--- src/sv/mpdf_pkg.sv ---
// Package for the mesh packet duplicate suppression block.
// Table sizing, packet type codes, register indexes, reset values and types.
// No dependencies.
package mpdf_pkg;

	localparam int TABLE_DEPTH = 16;
	localparam int IDX_W = (TABLE_DEPTH > 1) ? $clog2(TABLE_DEPTH) : 1;
	localparam int CNT_W = $clog2(TABLE_DEPTH + 1);

	localparam logic CMD_PACKET = 1'b0;
	localparam logic CMD_SWEEP  = 1'b1;

	localparam logic [7:0] TYPE_HEARTBEAT = 8'd7;
	localparam logic [7:0] TYPE_UNI_STR   = 8'd8;
	localparam logic [7:0] TYPE_UNI_NUM   = 8'd9;
	localparam logic [7:0] TYPE_BC_STR    = 8'd10;
	localparam logic [7:0] TYPE_BC_NUM    = 8'd11;

	localparam logic [1:0] DELIVER_NONE = 2'd0;
	localparam logic [1:0] DELIVER_STR  = 2'd1;
	localparam logic [1:0] DELIVER_NUM  = 2'd2;

	localparam logic [8:0] LEN_HEARTBEAT = 9'd11;
	localparam logic [8:0] LEN_STR_BASE  = 9'd12;
	localparam logic [8:0] LEN_NUMBER    = 9'd15;

	localparam logic [1:0] REG_OWN_ADDRESS     = 2'd0;
	localparam logic [1:0] REG_MAX_HOPS        = 2'd1;
	localparam logic [1:0] REG_REBOUND_PERCENT = 2'd2;
	localparam logic [1:0] REG_KEEP_TIME_MS    = 2'd3;

	localparam logic [31:0] RST_OWN_ADDRESS     = 32'd0;
	localparam logic [7:0]  RST_MAX_HOPS        = 8'd1;
	localparam logic [6:0]  RST_REBOUND_PERCENT = 7'd90;
	localparam logic [31:0] RST_KEEP_TIME_MS    = 32'd7000;

	typedef enum logic [1:0] {
		ST_IDLE,
		ST_SCAN,
		ST_UPDATE
	} state_t;

	typedef struct packed {
		logic [31:0] address;
		logic [31:0] last_seen;
		logic [7:0]  last_id;
	} entry_t;

endpackage

--- src/sv/mpdf_ifs.sv ---
// Request and result channel interfaces for the mesh packet dedup block.
// Depends on nothing; payload widths are fixed by the packet header format.
interface mpdf_req_if;
	logic        valid;
	logic        ready;
	logic        command;
	logic [31:0] now_ms;
	logic [7:0]  pkt_type;
	logic [7:0]  message_id;
	logic [31:0] orig_address;
	logic [31:0] dest_address;
	logic [7:0]  hop_count;
	logic [7:0]  string_length;
	logic [6:0]  rand_percent;

	modport source (output valid, command, now_ms, pkt_type, message_id, orig_address,
		dest_address, hop_count, string_length, rand_percent, input ready);
	modport sink (input valid, command, now_ms, pkt_type, message_id, orig_address,
		dest_address, hop_count, string_length, rand_percent, output ready);
endinterface

interface mpdf_res_if;
	logic       valid;
	logic       ready;
	logic       dropped_own;
	logic       duplicate;
	logic [1:0] deliver;
	logic       forward;
	logic [7:0] forward_hops;
	logic [8:0] forward_length;
	logic       table_full;
	logic [4:0] member_count;

	modport source (output valid, dropped_own, duplicate, deliver, forward, forward_hops,
		forward_length, table_full, member_count, input ready);
	modport sink (input valid, dropped_own, duplicate, deliver, forward, forward_hops,
		forward_length, table_full, member_count, output ready);
endinterface

--- src/sv/mesh_packet_dedup_forward.sv ---
// Mesh packet duplicate suppression and forwarding decision, top level.
// Depends on mpdf_pkg and the channel interfaces in mpdf_ifs.sv.
// Own-address packets skip the table scan and go straight to the update state; others first
// scan the sender table memory one entry per cycle, through a read register and a check stage.
// A new request is taken only when idle, once the result of the last one has been loaded.
// Reset: registers to defaults, all sender entries invalid; no clearing pass needed.
module mesh_packet_dedup_forward
	import mpdf_pkg::*;
(
	input  logic        clk,
	input  logic        arst_n,
	input  logic        cfg_we,
	input  logic [1:0]  cfg_index,
	input  logic [31:0] cfg_data,
	mpdf_req_if.sink    req,
	mpdf_res_if.source  res
);

	logic [31:0] own_address_q;
	logic [7:0]  max_hops_q;
	logic [6:0]  rebound_percent_q;
	logic [31:0] keep_time_ms_q;

	state_t state_q, state_d;

	logic        command_q;
	logic [31:0] now_ms_q;
	logic [7:0]  pkt_type_q;
	logic [7:0]  message_id_q;
	logic [31:0] orig_address_q;
	logic [31:0] dest_address_q;
	logic [7:0]  hop_count_q;
	logic [7:0]  string_length_q;
	logic [6:0]  rand_percent_q;

	entry_t mem [TABLE_DEPTH];
	entry_t rd_s1;
	logic             chk_v_s1;
	logic [IDX_W-1:0] chk_idx_s1;

	logic [TABLE_DEPTH-1:0] valid_q;
	logic [CNT_W-1:0]       count_q;
	logic [CNT_W-1:0]       scan_cnt_q;

	logic             hit_found_q;
	logic [IDX_W-1:0] hit_idx_q;
	logic [7:0]       hit_id_q;
	logic             free_found_q;
	logic [IDX_W-1:0] free_idx_q;

	logic       res_valid_q;
	logic       dropped_own_q;
	logic       duplicate_q;
	logic [1:0] deliver_q;
	logic       forward_q;
	logic [7:0] forward_hops_q;
	logic [8:0] forward_length_q;
	logic       table_full_q;
	logic [4:0] member_count_q;

	logic req_fire, issue, scan_done, res_load;
	logic chk_valid_entry, chk_hit, chk_free, chk_expire;
	logic is_own, newer, dup, ins, full, handle, try_fwd, fwd;
	logic [1:0]  deliver_d;
	logic [8:0]  flen_d;
	logic [31:0] expire_sum;
	logic [CNT_W+4:0] count_ext;
	logic [CNT_W-1:0] count_after;

	assign req.ready = (state_q == ST_IDLE);
	assign req_fire  = req.valid && req.ready;
	assign issue     = (state_q == ST_SCAN) && (scan_cnt_q < CNT_W'(TABLE_DEPTH));
	assign scan_done = !issue && !chk_v_s1;

	// check stage
	assign chk_valid_entry = valid_q[chk_idx_s1];
	assign expire_sum      = rd_s1.last_seen + keep_time_ms_q;
	assign chk_hit    = chk_v_s1 && (command_q == CMD_PACKET) && chk_valid_entry &&
		!hit_found_q && (rd_s1.address == orig_address_q);
	assign chk_free   = chk_v_s1 && (command_q == CMD_PACKET) && !chk_valid_entry &&
		!free_found_q;
	assign chk_expire = chk_v_s1 && (command_q == CMD_SWEEP) && chk_valid_entry &&
		(expire_sum < now_ms_q);

	// decision
	assign is_own = (command_q == CMD_PACKET) && (orig_address_q == own_address_q);
	assign newer  = hit_found_q && (message_id_q > hit_id_q);
	assign dup    = (command_q == CMD_PACKET) && !is_own && hit_found_q && !newer;
	assign ins    = (command_q == CMD_PACKET) && !is_own && !hit_found_q && free_found_q;
	assign full   = (command_q == CMD_PACKET) && !is_own && !hit_found_q && !free_found_q;
	assign handle = (command_q == CMD_PACKET) && !is_own && !dup;
	assign fwd    = handle && try_fwd && (hop_count_q < max_hops_q) &&
		(rand_percent_q < rebound_percent_q);
	assign count_after = count_q + CNT_W'(ins);
	assign count_ext   = (CNT_W + 5)'(count_after);
	assign res_load    = (state_q == ST_UPDATE) && (!res_valid_q || res.ready);

	always_comb begin
		deliver_d = DELIVER_NONE;
		try_fwd   = 1'b0;
		case (pkt_type_q)
			TYPE_HEARTBEAT: try_fwd = 1'b1;
			TYPE_UNI_STR: begin
				if (dest_address_q == own_address_q) deliver_d = DELIVER_STR;
				else try_fwd = 1'b1;
			end
			TYPE_UNI_NUM: begin
				if (dest_address_q == own_address_q) deliver_d = DELIVER_NUM;
				else try_fwd = 1'b1;
			end
			TYPE_BC_STR: begin
				deliver_d = DELIVER_STR;
				try_fwd   = 1'b1;
			end
			TYPE_BC_NUM: begin
				deliver_d = DELIVER_NUM;
				try_fwd   = 1'b1;
			end
			default: ;
		endcase
		if (!handle) deliver_d = DELIVER_NONE;
		case (pkt_type_q)
			TYPE_HEARTBEAT:            flen_d = LEN_HEARTBEAT;
			TYPE_UNI_STR, TYPE_BC_STR: flen_d = LEN_STR_BASE + {1'b0, string_length_q};
			default:                   flen_d = LEN_NUMBER;
		endcase
	end

	always_comb begin
		state_d = state_q;
		case (state_q)
			ST_IDLE: begin
				if (req_fire) begin
					if (req.command == CMD_PACKET && req.orig_address == own_address_q)
						state_d = ST_UPDATE;
					else
						state_d = ST_SCAN;
				end
			end
			ST_SCAN: begin
				if (scan_done) state_d = ST_UPDATE;
			end
			ST_UPDATE: begin
				if (res_load) state_d = ST_IDLE;
			end
			default: state_d = ST_IDLE;
		endcase
	end

	always_ff @(posedge clk or negedge arst_n) begin
		if (!arst_n) begin
			state_q <= ST_IDLE;
		end else begin
			state_q <= state_d;
		end
	end

	always_ff @(posedge clk or negedge arst_n) begin
		if (!arst_n) begin
			own_address_q     <= RST_OWN_ADDRESS;
			max_hops_q        <= RST_MAX_HOPS;
			rebound_percent_q <= RST_REBOUND_PERCENT;
			keep_time_ms_q    <= RST_KEEP_TIME_MS;
		end else if (cfg_we) begin
			case (cfg_index)
				REG_OWN_ADDRESS:     own_address_q     <= cfg_data;
				REG_MAX_HOPS:        max_hops_q        <= cfg_data[7:0];
				REG_REBOUND_PERCENT: rebound_percent_q <= cfg_data[6:0];
				REG_KEEP_TIME_MS:    keep_time_ms_q    <= cfg_data;
				default: ;
			endcase
		end
	end

	always_ff @(posedge clk) begin
		if (req_fire) begin
			command_q       <= req.command;
			now_ms_q        <= req.now_ms;
			pkt_type_q      <= req.pkt_type;
			message_id_q    <= req.message_id;
			orig_address_q  <= req.orig_address;
			dest_address_q  <= req.dest_address;
			hop_count_q     <= req.hop_count;
			string_length_q <= req.string_length;
			rand_percent_q  <= req.rand_percent;
		end
	end

	// sender table: one read port for the scan, one write port for the update
	always_ff @(posedge clk) begin
		if (issue) rd_s1 <= mem[scan_cnt_q[IDX_W-1:0]];
		if (res_load && ins)
			mem[free_idx_q] <= '{address: orig_address_q, last_seen: now_ms_q,
				last_id: message_id_q};
		else if (res_load && newer && !is_own && command_q == CMD_PACKET)
			mem[hit_idx_q] <= '{address: orig_address_q, last_seen: now_ms_q,
				last_id: message_id_q};
	end

	always_ff @(posedge clk) begin
		if (issue) chk_idx_s1 <= scan_cnt_q[IDX_W-1:0];
		if (chk_hit) begin
			hit_idx_q <= chk_idx_s1;
			hit_id_q  <= rd_s1.last_id;
		end
		if (chk_free) free_idx_q <= chk_idx_s1;
	end

	always_ff @(posedge clk or negedge arst_n) begin
		if (!arst_n) begin
			chk_v_s1     <= 1'b0;
			scan_cnt_q   <= '0;
			hit_found_q  <= 1'b0;
			free_found_q <= 1'b0;
			valid_q      <= '0;
			count_q      <= '0;
		end else begin
			chk_v_s1 <= issue;
			if (req_fire) begin
				scan_cnt_q   <= '0;
				hit_found_q  <= 1'b0;
				free_found_q <= 1'b0;
			end else if (issue) begin
				scan_cnt_q <= scan_cnt_q + 1'b1;
			end
			if (chk_hit) hit_found_q <= 1'b1;
			if (chk_free) free_found_q <= 1'b1;
			if (chk_expire) begin
				valid_q[chk_idx_s1] <= 1'b0;
				count_q             <= count_q - 1'b1;
			end
			if (res_load && ins) begin
				valid_q[free_idx_q] <= 1'b1;
				count_q             <= count_after;
			end
		end
	end

	always_ff @(posedge clk or negedge arst_n) begin
		if (!arst_n) begin
			res_valid_q <= 1'b0;
		end else if (res_load) begin
			res_valid_q <= 1'b1;
		end else if (res.ready) begin
			res_valid_q <= 1'b0;
		end
	end

	always_ff @(posedge clk) begin
		if (res_load) begin
			dropped_own_q    <= is_own;
			duplicate_q      <= dup;
			deliver_q        <= deliver_d;
			forward_q        <= fwd;
			forward_hops_q   <= fwd ? hop_count_q + 8'd1 : 8'd0;
			forward_length_q <= fwd ? flen_d : 9'd0;
			table_full_q     <= full;
			member_count_q   <= count_ext[4:0];
		end
	end

	assign res.valid          = res_valid_q;
	assign res.dropped_own    = dropped_own_q;
	assign res.duplicate      = duplicate_q;
	assign res.deliver        = deliver_q;
	assign res.forward        = forward_q;
	assign res.forward_hops   = forward_hops_q;
	assign res.forward_length = forward_length_q;
	assign res.table_full     = table_full_q;
	assign res.member_count   = member_count_q;

endmodule

--- src/flat_wrapper.sv ---
// flat-port wrapper written by rule: the top's interface ports become plain ports
module mesh_packet_dedup_forward_flat import mpdf_pkg::*;
  (clk, arst_n, cfg_we, cfg_index, cfg_data, req_valid, req_command, req_now_ms, req_pkt_type, req_message_id, req_orig_address, req_dest_address, req_hop_count, req_string_length, req_rand_percent, req_ready, res_valid, res_dropped_own, res_duplicate, res_deliver, res_forward, res_forward_hops, res_forward_length, res_table_full, res_member_count, res_ready);
  mpdf_req_if req_i ();
  mpdf_res_if res_i ();
  input  logic clk;
  input  logic arst_n;
  input  logic cfg_we;
  input  logic [1:0] cfg_index;
  input  logic [31:0] cfg_data;
  input wire logic [$bits(req_i.valid)-1:0] req_valid;
  input wire logic [$bits(req_i.command)-1:0] req_command;
  input wire logic [$bits(req_i.now_ms)-1:0] req_now_ms;
  input wire logic [$bits(req_i.pkt_type)-1:0] req_pkt_type;
  input wire logic [$bits(req_i.message_id)-1:0] req_message_id;
  input wire logic [$bits(req_i.orig_address)-1:0] req_orig_address;
  input wire logic [$bits(req_i.dest_address)-1:0] req_dest_address;
  input wire logic [$bits(req_i.hop_count)-1:0] req_hop_count;
  input wire logic [$bits(req_i.string_length)-1:0] req_string_length;
  input wire logic [$bits(req_i.rand_percent)-1:0] req_rand_percent;
  output wire logic [$bits(req_i.ready)-1:0] req_ready;
  output wire logic [$bits(res_i.valid)-1:0] res_valid;
  output wire logic [$bits(res_i.dropped_own)-1:0] res_dropped_own;
  output wire logic [$bits(res_i.duplicate)-1:0] res_duplicate;
  output wire logic [$bits(res_i.deliver)-1:0] res_deliver;
  output wire logic [$bits(res_i.forward)-1:0] res_forward;
  output wire logic [$bits(res_i.forward_hops)-1:0] res_forward_hops;
  output wire logic [$bits(res_i.forward_length)-1:0] res_forward_length;
  output wire logic [$bits(res_i.table_full)-1:0] res_table_full;
  output wire logic [$bits(res_i.member_count)-1:0] res_member_count;
  input wire logic [$bits(res_i.ready)-1:0] res_ready;
  assign req_i.valid = req_valid;
  assign req_i.command = req_command;
  assign req_i.now_ms = req_now_ms;
  assign req_i.pkt_type = req_pkt_type;
  assign req_i.message_id = req_message_id;
  assign req_i.orig_address = req_orig_address;
  assign req_i.dest_address = req_dest_address;
  assign req_i.hop_count = req_hop_count;
  assign req_i.string_length = req_string_length;
  assign req_i.rand_percent = req_rand_percent;
  assign req_ready = req_i.ready;
  assign res_valid = res_i.valid;
  assign res_dropped_own = res_i.dropped_own;
  assign res_duplicate = res_i.duplicate;
  assign res_deliver = res_i.deliver;
  assign res_forward = res_i.forward;
  assign res_forward_hops = res_i.forward_hops;
  assign res_forward_length = res_i.forward_length;
  assign res_table_full = res_i.table_full;
  assign res_member_count = res_i.member_count;
  assign res_i.ready = res_ready;
  mesh_packet_dedup_forward u_core (.clk(clk), .arst_n(arst_n), .cfg_we(cfg_we), .cfg_index(cfg_index), .cfg_data(cfg_data), .req(req_i), .res(res_i));
endmodule
--- config.mk ---
export PLATFORM = sky130hd
export DESIGN_NAME = mesh_packet_dedup_forward_flat
export DESIGN_NICKNAME = d
export VERILOG_FILES = /design/src/sv/mpdf_pkg.sv /design/src/sv/mpdf_ifs.sv /design/src/sv/mesh_packet_dedup_forward.sv /design/src/flat_wrapper.sv
export SDC_FILE = /design/constraint.sdc
export NUM_CORES = 2
export LEC_CHECK = 0
export BUFFER_PORTS_ARGS = -buffer_cell sky130_fd_sc_hd__buf_2
export CAP_MARGIN = 20
export CORE_MARGIN = 5
export CORE_UTILIZATION = 40
export DETAILED_ROUTE_END_ITERATION = 8
export PLACE_DENSITY = 0.63
export SYNTH_ARGS = -nofsm -noshare
export SYNTH_HDL_FRONTEND = slang
export SYNTH_SLANG_ARGS = --single-unit
--- constraint.sdc ---
create_clock -name clk -period 13.4 [get_ports clk]
set_input_delay 2.01 -clock clk [delete_from_list [all_inputs] [get_ports clk]]
set_output_delay 2.01 -clock clk [all_outputs]
set_load 0.03 [all_outputs]
==> impl_metrics.env <==
export IMPL_clk_pin_slew_worst_paths_ns=0.07
export IMPL_tightest_slew_ns=1.250
export IMPL_ys_seq_area_share_pct=74.63
export IMPL_antenna_found_initial=18
export IMPL_via_per_inst=5.504
export IMPL_synthXorXnorAreaFrac_pct=2.451
export IMPL_cp_end_kind="flip-flop"
export IMPL_reg2reg_slack_ns=8.20
export IMPL_die_w_um=398.6
export IMPL_cts_tree="built"
export IMPL_clock_latency_ns=0.78
export IMPL_dieArea_um2=158900
export IMPL_required_ns=14.06
export IMPL_peakVddDrop_mv=0.1387
export IMPL_relSlewSlack_pct=16.69
export IMPL_htree_levels=4
export IMPL_synth_compound_area_share_pct=2.155
export IMPL_synth_ff_type="edfxtp_1"
export IMPL_cts_root_buf="clkbuf_16"
export IMPL_syn_avg_cell_area_um2=20.96
export IMPL_wl_um=149200
export IMPL_outcome="complete, no violations"
export IMPL_coreArea_um2=150000
export IMPL_ys_warn_count=0
export IMPL_nets=3452
export IMPL_worstReg2RegEnd="u_core.valid_q[8]$_DFF_PN0_"
export IMPL_syn_num_nets=3146
export IMPL_power_leakage_nw=22.67
export IMPL_post_route_period_util_pct=38.83
export IMPL_cap_violations=0
export IMPL_drt_iter0_drc=2697
export IMPL_swShare_pct=29.74
export IMPL_worstReg2RegStart="u_core.keep_time_ms_q[0]$_DFFE_PN0P_"
export IMPL_routed_via_count=29320
export IMPL_intPower_w=0.009635
export IMPL_setup_viol=0
export IMPL_path_class="flip-flop to flip-flop"
export IMPL_r2r_worst_path_cells=21
export IMPL_clockPowerShare_pct=29.2
export IMPL_grt_pass1_wl_um=214000
export IMPL_cts_path_max_buffers=3
export IMPL_place_congestion=0.8349
export IMPL_synth_area_mux_share_pct=15.12
export IMPL_io_pins=205
export IMPL_postSynthCellCount=2881
export IMPL_syn_cell_area_um2=60390
export IMPL_max_freq_mhz=192.2
export IMPL_p_comb_share_pct=25.3
export IMPL_drcViolationCount=0
export IMPL_clock_skew_ns=0.03195
export IMPL_arrival_ns=5.87
export IMPL_synth_top_family_by_area="multiplexers"
export IMPL_switchingPower_w=0.004078
export IMPL_synth_edf_count=1408
export IMPL_ys_types=80
export IMPL_cts_resized_gates=0
export IMPL_finalHoldViolCount=0
export IMPL_grt_overflow=0
export IMPL_power_share_sequential_pct=45.6
export IMPL_post_cts_repair_setup_buffers=0
export IMPL_layout_drive_gt1_share_pct=29.22
export IMPL_power_density_nw_per_um2=199.4
export IMPL_syn_to_final_growth_pct=13.90
export IMPL_cp_max_fo=17
export IMPL_grt_max_degree=150
export IMPL_dp_hpwl_um=92660
export IMPL_hold_path_class="flip-flop to flip-flop"
export IMPL_drt_pre_antenna_iters=5
export IMPL_final_fill_count=12560
export IMPL_die_h_um=398.6
export IMPL_synth_simple_area_share_pct=2.569
export IMPL_drv_slew=0
export IMPL_synth_adder_area_share_pct=1.877
export IMPL_io_buffers=204
export IMPL_drtAntennaViolNets=0
export IMPL_final_min_clock_period_ns=5.203
export IMPL_hold_buffers=0
export IMPL_grt_pass1_vias=29880
export IMPL_setup_tns_ns=0
export IMPL_clock_sinks=1519
export IMPL_cp_start_kind="flip-flop"
export IMPL_numCtsBuffers=147
export IMPL_synth_seq_cells=1519
export IMPL_row_count=142
export IMPL_worstSetupStartpoint="u_core.keep_time_ms_q[0]$_DFFE_PN0P_"
export IMPL_fin_hold_ws_ns=0.4175
export IMPL_start_util_pct=40.28
export IMPL_synthArstFlopShare_pct=7.307
export IMPL_wl_per_cell_um=28.01
export IMPL_endpoint="u_core.valid_q[8]$_DFF_PN0_"
export IMPL_grt_setup_unrepaired="false"
export IMPL_track_usage_pct=18.84
## power groups by stage
| stage | registers, W | clock network, W | logic, W |
|---|---|---|---|
| 6_report | 0.00625 | 0.00400 | 0.00346 |
| 5_1_grt | 0.00629 | 0.00428 | 0.00375 |
| 4_1_cts | 0.00625 | 0.00408 | 0.00350 |
| 3_5_place_dp | 0.00634 | 0 | 0.00348 |
| 3_3_place_gp | 0.00633 | 0 | 0.00347 |
| 2_1_floorplan | 0.00609 | 0 | 0.00256 |
## stage by stage
stage               util [%]  total power, W  instances  setup WS (ns)  area (µm²)
global route           45.86         0.01432       5320          7.928       68770
finish                 45.87         0.01371       5327          8.197       68790
floorplan                  -        0.008655       2881          5.573       60390
global placement       42.78        0.009801       5054          7.638       64160
detailed placement     42.78        0.009823       5054          7.654       64160
CTS                    45.86         0.01383       5318          8.151       68760
## cells in the mapped netlist (10+ instances only)
cell type | instances | area (µm²)
nor2_1 | 61 | 229.0
and3_1 | 12 | 75.07
nor3_1 | 14 | 70.07
a21oi_1 | 40 | 200.2
nand2b_1 | 19 | 118.9
xnor2_1 | 100 | 875.8
nor4_1 | 20 | 125.1
a21o_1 | 37 | 277.8
ha_1 | 89 | 1114
dfrtp_1 | 99 | 2477
clkbuf_1 | 65 | 244.0
mux2_2 | 79 | 889.6
nand3_1 | 31 | 155.2
buf_1 | 30 | 112.6
dfstp_2 | 12 | 315.3
inv_1 | 82 | 307.8
nand4_1 | 34 | 212.7
nand2_1 | 47 | 176.4
o21ai_0 | 19 | 95.09
xor2_1 | 69 | 604.3
mux4_2 | 365 | 8220
nor2b_1 | 10 | 62.56
edfxtp_1 | 1408 | 42280
## worst min-delay path by stage
stage	from	endpoint	slack (ns)	cells past startpoint
after CTS	u_core.rd_s1[4]$_DFFE_PP_	u_core.hit_id_q[4]$_DFFE_PP_	0.42	0
after floorplan	u_core.rd_s1[0]$_DFFE_PP_	u_core.hit_id_q[0]$_DFFE_PP_	0.40	0
after global placement	u_core.rd_s1[1]$_DFFE_PP_	u_core.hit_id_q[1]$_DFFE_PP_	0.40	0
after global routing	u_core.rd_s1[2]$_DFFE_PP_	u_core.hit_id_q[2]$_DFFE_PP_	0.43	0
final	u_core.rd_s1[4]$_DFFE_PP_	u_core.hit_id_q[4]$_DFFE_PP_	0.42	0
after detailed placement	u_core.rd_s1[4]$_DFFE_PP_	u_core.hit_id_q[4]$_DFFE_PP_	0.41	0
## worst max-delay path, stage by stage (launching register included)
cell       delay, ns
dfrtp_1         0.35
ha_1            0.17
inv_1           0.06
fa_1            0.40
nand2b_1        0.18
a21oi_1         0.22
o2111ai_1       0.28
a211oi_1        0.54
o41ai_2         0.10
buf_4           0.18
o21ai_1         0.24
a221oi_1        0.13
xnor2_1         0.15
ha_1            0.30
nand4_1         0.34
nor3_1          0.28
o21ai_0         0.11
nor3_1          0.28
a211oi_4        0.10
buf_4           0.25
and3b_1         0.24
o221ai_1        0.16
## area by class of cell
type / instances / area, µm² / area share (%)
Sequential cell: 1519 / 45090 / 65.55
Multi-Input combinational cell: 1175 / 14750 / 21.44
Clock buffer: 198 / 4013 / 5.833
Tap cell: 2016 / 2522 / 3.667
Timing Repair Buffer: 261 / 1480 / 2.152
Clock inverter: 66 / 594.3 / 0.8640
Inverter: 83 / 316.6 / 0.4602
Antenna cell: 9 / 22.52 / 0.03274
## flip-flops by register name, indices dropped and copies added (netlist names), 8 cells and up
name / cells
u_core.dest_address_q: 32
u_core.hit_id_q: 8
u_core.hop_count_q: 8
u_core.keep_time_ms_q: 32
u_core.max_hops_q: 8
u_core.mem: 1152
u_core.message_id_q: 8
u_core.now_ms_q: 32
u_core.orig_address_q: 32
u_core.own_address_q: 32
u_core.pkt_type_q: 8
u_core.rd_s1: 72
u_core.res.forward_hops: 8
u_core.res.forward_length: 9
u_core.string_length_q: 8
u_core.valid_q: 16
## placed cells by master, fill, tap and decap left out, types with 6 or more instances in the layout
| master | synthesis | layout |
|---|---|---|
| nor3_1 | 14 | 13 |
| a211o_1 | 8 | 8 |
| and2_1 | 8 | 8 |
| clkbuf_16 | 0 | 149 |
| diode_2 | 0 | 9 |
| nor2_1 | 61 | 60 |
| clkinv_1 | 0 | 17 |
| mux2_2 | 79 | 79 |
| clkbuf_1 | 65 | 39 |
| and3_1 | 12 | 12 |
| dfstp_2 | 12 | 12 |
| buf_2 | 6 | 203 |
| o21ai_0 | 19 | 19 |
| inv_1 | 82 | 81 |
| ha_1 | 89 | 89 |
| nand2b_1 | 19 | 19 |
| nor2b_1 | 10 | 10 |
| clkinv_2 | 0 | 21 |
| clkbuf_8 | 0 | 10 |
| edfxtp_1 | 1408 | 1408 |
| nand3b_1 | 9 | 9 |
| mux4_2 | 365 | 365 |
| a21oi_1 | 40 | 40 |
| nand3_1 | 31 | 30 |
| nand2_1 | 47 | 43 |
| a21o_4 | 0 | 8 |
| nand4_1 | 34 | 34 |
| nor4_1 | 20 | 20 |
| buf_4 | 2 | 55 |
| dfrtp_1 | 99 | 95 |
| xnor2_1 | 100 | 100 |
| xor2_1 | 69 | 69 |
| inv_6 | 0 | 12 |
| a21o_1 | 37 | 29 |
| o21bai_1 | 6 | 6 |
| bufinv_16 | 0 | 6 |
## metal layers
layer	share of wire [%]	routed length, µm	track usage [%]	up-vias
li1	-	-	-	12450
met1	42	62440	26.18	15540
met2	47	70060	29.22	1137
met3	9.0	13390	5.613	190
met4	2.2	3297	5.157	4
met5	0.015	23	0	-
## logic make-up after synthesis
| kind of cell | count (synthesis) |
|---|---|
| AO/OA/AOI/OAI | 180 |
| XOR/XNOR | 169 |
| adder cells (fa/ha/maj) | 90 |
| buffers and inverters | 187 |
| flip-flops | 1519 |
| multiplexers | 446 |
| AND/OR/NAND/NOR | 290 |
No activity file was read; power rests on OpenSTA's default activity.
